<file path="src/design/sacc_pkg.sv">
// Shared types, constants and helpers for the set-associative cache tag controller.
`default_nettype none
package sacc_pkg;

    localparam int NUM_SETS = 256;
    localparam int NUM_WAYS = 8;
    localparam int SET_W    = 8;
    localparam int WAY_W    = 3;
    localparam int ADDR_W   = 32;
    localparam int TAG_W    = 32;
    localparam int RANK_W   = 3;
    localparam int CNT_W    = 12;
    localparam int COST_W   = 18;
    localparam int IN_W     = 40;
    localparam int OUT_W    = 32;

    localparam logic [15:0] LFSR_SEED = 16'hACE1;
    localparam logic [15:0] LFSR_TAPS = 16'hB400;

    localparam logic [1:0] MODE_READ     = 2'd0;
    localparam logic [1:0] MODE_WRITE    = 2'd1;
    localparam logic [1:0] MODE_FLUSH    = 2'd2;
    localparam logic [1:0] MODE_READ_ALT = 2'd3;   // spare code, behaves as a read

    localparam logic [2:0] REG_WRITE_BACK  = 3'd0;
    localparam logic [2:0] REG_RANDOM      = 3'd1;
    localparam logic [2:0] REG_OFFSET_BITS = 3'd2;
    localparam logic [2:0] REG_INDEX_BITS  = 3'd3;
    localparam logic [2:0] REG_WAY_BITS    = 3'd4;
    localparam logic [2:0] REG_HIT_COST    = 3'd5;
    localparam logic [2:0] REG_MEM_COST    = 3'd6;

    typedef enum logic [2:0] {
        ST_IDLE,
        ST_UPDATE,
        ST_FL_RD,
        ST_FL_WR,
        ST_FL_END
    } state_t;

    typedef struct packed {
        logic        write_back;
        logic        random_replace;
        logic [4:0]  offset_bits;
        logic [3:0]  index_bits;
        logic [1:0]  way_bits;
        logic [15:0] hit_cost;
        logic [15:0] memory_cost;
    } cfg_t;

    typedef struct packed {
        logic accept;
        logic rd_acc;
        logic rd_fl;
        logic commit_acc;
        logic commit_fl;
        logic walk_inc;
        logic out_flush;
    } cmd_t;

    typedef struct packed {
        logic in_flush;
        logic write_back;
        logic out_free;
        logic flush_last;
    } sts_t;

    typedef struct packed {
        logic [NUM_WAYS-1:0]             valid;
        logic [NUM_WAYS-1:0]             dirty;
        logic [NUM_WAYS-1:0][TAG_W-1:0]  tag;
        logic [NUM_WAYS-1:0][RANK_W-1:0] rank;
    } row_t;

    function automatic logic [15:0] lfsr_next(input logic [15:0] v);
        logic [15:0] r;
        r = v >> 1;
        if (v[0])
        begin
            r = r ^ LFSR_TAPS;
        end
        return r;
    endfunction

endpackage
`default_nettype wire

</file>
<file path="src/design/sacc_ctrl.sv">
// Sequencer for accesses and the flush walk.
`default_nettype none
module sacc_ctrl
    import sacc_pkg::*;
(
    input  wire logic clk,
    input  wire logic rst_n,
    input  wire logic s_tvalid,
    output logic      s_tready,
    input  wire sts_t sts,
    output cmd_t      cmd
);

    state_t state_reg, state_next;

    always_ff @(posedge clk or negedge rst_n)
    begin
        if (!rst_n)
        begin
            state_reg <= ST_IDLE;
        end
        else
        begin
            state_reg <= state_next;
        end
    end

    always_comb
    begin
        cmd        = '0;
        state_next = state_reg;
        s_tready   = (state_reg == ST_IDLE);
        unique case (state_reg)
            ST_IDLE:
            begin
                if (s_tvalid)
                begin
                    cmd.accept = 1'b1;
                    cmd.rd_acc = 1'b1;
                    if (sts.in_flush)
                    begin
                        state_next = sts.write_back ? ST_FL_RD : ST_FL_END;
                    end
                    else
                    begin
                        state_next = ST_UPDATE;
                    end
                end
            end
            ST_UPDATE:
            begin
                if (sts.out_free)
                begin
                    cmd.commit_acc = 1'b1;
                    state_next     = ST_IDLE;
                end
            end
            ST_FL_RD:
            begin
                cmd.rd_fl  = 1'b1;
                state_next = ST_FL_WR;
            end
            ST_FL_WR:
            begin
                cmd.commit_fl = 1'b1;
                if (sts.flush_last)
                begin
                    state_next = ST_FL_END;
                end
                else
                begin
                    cmd.walk_inc = 1'b1;
                    state_next   = ST_FL_RD;
                end
            end
            ST_FL_END:
            begin
                if (sts.out_free)
                begin
                    cmd.out_flush = 1'b1;
                    state_next    = ST_IDLE;
                end
            end
            default:
            begin
                state_next = ST_IDLE;
            end
        endcase
    end

    a_commit_free: assert property (@(posedge clk) disable iff (!rst_n)
        cmd.commit_acc |-> sts.out_free)
        else $error("access result loaded over a waiting result");
    a_flush_free: assert property (@(posedge clk) disable iff (!rst_n)
        cmd.out_flush |-> sts.out_free)
        else $error("flush result loaded over a waiting result");
    a_accept_busy: assert property (@(posedge clk) disable iff (!rst_n)
        cmd.accept |=> (state_reg != ST_IDLE))
        else $error("controller idle right after taking an item");
    a_walk_pair: assert property (@(posedge clk) disable iff (!rst_n)
        cmd.rd_fl |=> cmd.commit_fl)
        else $error("flush read not followed by its write");

endmodule
`default_nettype wire

</file>
<file path="config.mk">
export PLATFORM = sky130hd
export DESIGN_NAME = sacc_ctrl
export DESIGN_NICKNAME = d
export VERILOG_FILES = /design/src/design/sacc_pkg.sv /design/src/design/sacc_ctrl.sv
export SDC_FILE = /design/constraint.sdc
export NUM_CORES = 1
export LEC_CHECK = 0
export BUFFER_PORTS_ARGS = -buffer_cell sky130_fd_sc_hd__buf_2
export CAP_MARGIN = 5
export CORE_AREA = 4 4 41 43
export CTS_CLUSTER_DIAMETER = 30
export DETAILED_ROUTE_END_ITERATION = 7
export DIE_AREA = 0 0 45 47
export GPL_TIMING_DRIVEN = 0
export SYNTH_ARGS = -nofsm -noshare
export SYNTH_HDL_FRONTEND = slang
export SYNTH_SLANG_ARGS = --single-unit
</file>
<file path="constraint.sdc">
create_clock -name clk -period 3 [get_ports clk]
set_input_delay 0.75 -clock clk [delete_from_list [all_inputs] [get_ports clk]]
set_output_delay 0.75 -clock clk [all_outputs]
set_load 0.005 [all_outputs]
</file>
# == Yosys cells after proc, flatten, opt, wreduce, memory -nomap -nowiden ==
# Cells that the tools add are included.
# totals
reg_bits,3
latch_bits,0
ram_bits,0
rom_bits,0
in_bits,7
out_inout_bits,8
wordCells,24
memories,0
# classes
add_sub_neg,0
multipliers,0
div,0
n_lt_le_gt_ge,0
n_eq_ne,6
shift,0
mux,14
bitwise,0
reduce_logical,3
# op_table
operator,n
$mux 3,5
$pmux 3 s4,1
$eq 3x2->1 const B,2
$mux 2,3
$mux 1,5
$eq 3x1->1 const B,1
$eq 3x3->1 const B,1
$logic_not 3->1,1
$ne 2x1->1 const B,1
$ne 2x2->1 const B,1
$reduce_and 2->1,1
$reduce_or 2->1,1

# == Longest topological paths before layout ==
# logic_depth
ltp_word,4
depth_mapped,3
depth_no_buf,3

# == Worst setup path before layout ==
# No wires, ideal clock.
# synth_timing
path_kind,input port to output port
start,input port s_tvalid
end,output port cmd[6] (netlist bit)
arrival_ps,1040
required_ps,2250
setup_slack_ps,1210
cell_stages,2
n_path_buf,1
path_cell_list,and2_2 -> buf_4
# synth_lines
element,line_no,text
from (decl),sacc_ctrl.sv:8,"input wire logic s_tvalid,"
to (decl),sacc_ctrl.sv:11,output cmd_t cmd

==> metrics.txt <==
critical path's top delay family=flip-flops; CP Max Fanout=7; RSZ-0062 raised after global routing=false; synthesis-stage register bit count=3; Final #Nets=48; Worst Hold Class=primary input to asynchronous set/reset pin; Post-CTS Resized=0; first-pass detailed-route iteration total=4; vias per std cell=4.16; total core area=about 0.0013 mm²; Reg2Reg Depth=3; clk buf depth=2; final design utilization=26.3%; share of post-route cells with drive strength above 1=60.0%; status=finished, final reports clean; Max Fclk=492 MHz; CP Class=flop to primary output; starting density of the core=17.4%; syn nets=29; initial antenna violation count=0; FP Rows=13; critical path endpoint category=primary output; synth top area cells=dfrtp_1, a211oi_1, nor2b_4, and3b_4, and4bb_2; gr usage total=6.49%; Port Buffers=14; CP max stage delay=around 0.44 ns; CTS Root Cell=clkbuf_4; CP Depth=4; I/O pins=15; Critical Path RT=2.25 ns; synthesized area per cell=around 10 µm²; post-synthesis instance total=22; Critical Path AT=1.28 ns; largest net degree at the start of global routing=9; register area=75.1 µm²; Worst setup SP type=flop; Worst slew margin=83.7%; Yosys warnings=0; post-synth cell types=17; Iter 0 DRT Violations=4; leading area contributor after synthesis=dfrtp_1; drt wl/cell=9.65 µm; max_cap viols=0; final wirelength=531 µm; hpwl dp=430 µm; H-tree Lvls=1; first-pass GRT wire length=approximately 950 µm; clk sinks=3; ANT nets after route=0; Synth Cell Area=226 µm²; hold buffers post-CTS=0; CTS buffer count=3; Final Max Slew Viols=0; final hold vios=0; die width=45 µm; multi-input logic area=144 µm²; clock skew=0.00256 ns; Overflow after GRT=0; Post-Route Setup TNS=0 ns; sequential-to-total area share from yosys stat=33.1%; die area=~0.0021 mm²; fin crit period=just over 2 ns; vias in the first global route=237; # diodes=0; GPL Wtd Cong=0.751; crit path cell chain=nor3_2 > and2_2 > buf_4 > buf_2; via count=229; die height=between 40 and 50 µm; pwr dens=approximately 810 mW/mm²; fin crit share=67.8%; Leak=0.167 nW; Setup Buffers After CTS=0; CTS tree=built; share of the synthesized area in the top cell type=33.1%; clock transition at the registers of the reported paths=around 0.04 ns; VDD IR max=211 µV; worst-margin pin slew=between 0.2 and 0.25 ns; Area Overhead vs Synth=50.8%; Buf/Inv on CP=2; max FFs per register=3; Residual DRC=0; Max stage delay cell, worst path=dfrtp_1; worst skew pair latency=0.23 ns; fillcell total=158; # setup viols final=0
-- power by group --
| part | switching (mW) | internal, mW |
|---|---|---|
| Clock | 0.0201 | 0.0498 |
| Sequential | 0.0307 | 0.0559 |
| Combinational | 0.0471 | 0.0713 |
| Total | 0.0980 | 0.177 |
-- Yosys cell counts (all sizes together) --
cell type	number
a211oi	2
a31oi	1
and2	1
and3	1
and3b	1
and4bb	1
buf	1
dfrtp	3
nand2	2
nand2b	2
nand4b	1
nor2	1
nor2b	1
nor3	1
nor3b	1
o211ai	1
o21a	1
-- metrics by stage --
step,hold slack [ns],setup slack (ns),total power [mW],instances,area [µm²]
finish,0.305,0.967,0.275,55,342
CTS,0.295,0.939,0.283,55,342
detailed placement,0.547,0.976,0.208,51,315
floorplan,0.454,1.21,0.156,22,226
global placement,0.545,0.978,0.207,51,315
global route,0.300,0.887,0.304,55,342
-- cell type report --
class,instances,area share [%]
plain buffers,1,2.20
clock buffers,4,7.69
multi-input cells,18,42.1
flip-flops and latches,3,22.0
well taps,15,5.49
repair buffers,14,20.5
-- cells by family after synthesis --
logic type      Yosys count  share of synthesized area (%)
compound gates            5                           18.2
buf+inv                   1                           3.32
simple gates             13                           45.3
flops                     3                           33.1
-- worst reg2reg max path, cell delays in order, from the launching register on --
cell and delay, ns:
dfrtp_1 0.44, nor3_2 0.25, nand4b_1 0.15, o211ai_2 0.09
-- per-layer routing --
| layer | track usage [%] | part of all wire, % |
|---|---|---|
| met5 | 0 | 0 |
| met4 | 7.02 | 0 |
| met3 | 1.53 | 14 |
| met2 | 8.47 | 35 |
| met1 | 8.24 | 50 |
-- layout by cell type (no fill, tap or decap), types with 2 or more instances in the layout --
cell type  synthesis  routed
nand2b_1           2       2
buf_2              0      14
dfrtp_1            3       3
a211oi_1           2       2
clkbuf_4           0       3
nand2_1            2       2
-- path summary, 6_finish.rpt --
kind	startpoint	end	slack, ns
setup / recovery	state_reg[0]	cmd[6]	0.97
hold / removal	rst_n	state_reg[2]	0.30
setup reg to reg	state_reg[0]	state_reg[2]	1.99
hold reg to reg	state_reg[2]	state_reg[0]	0.57
max in group asynchronous	rst_n	state_reg[1]	2.59
min in group clk	state_reg[2]	state_reg[0]	0.57
Note: power is estimated with default switching activity, not from simulation.
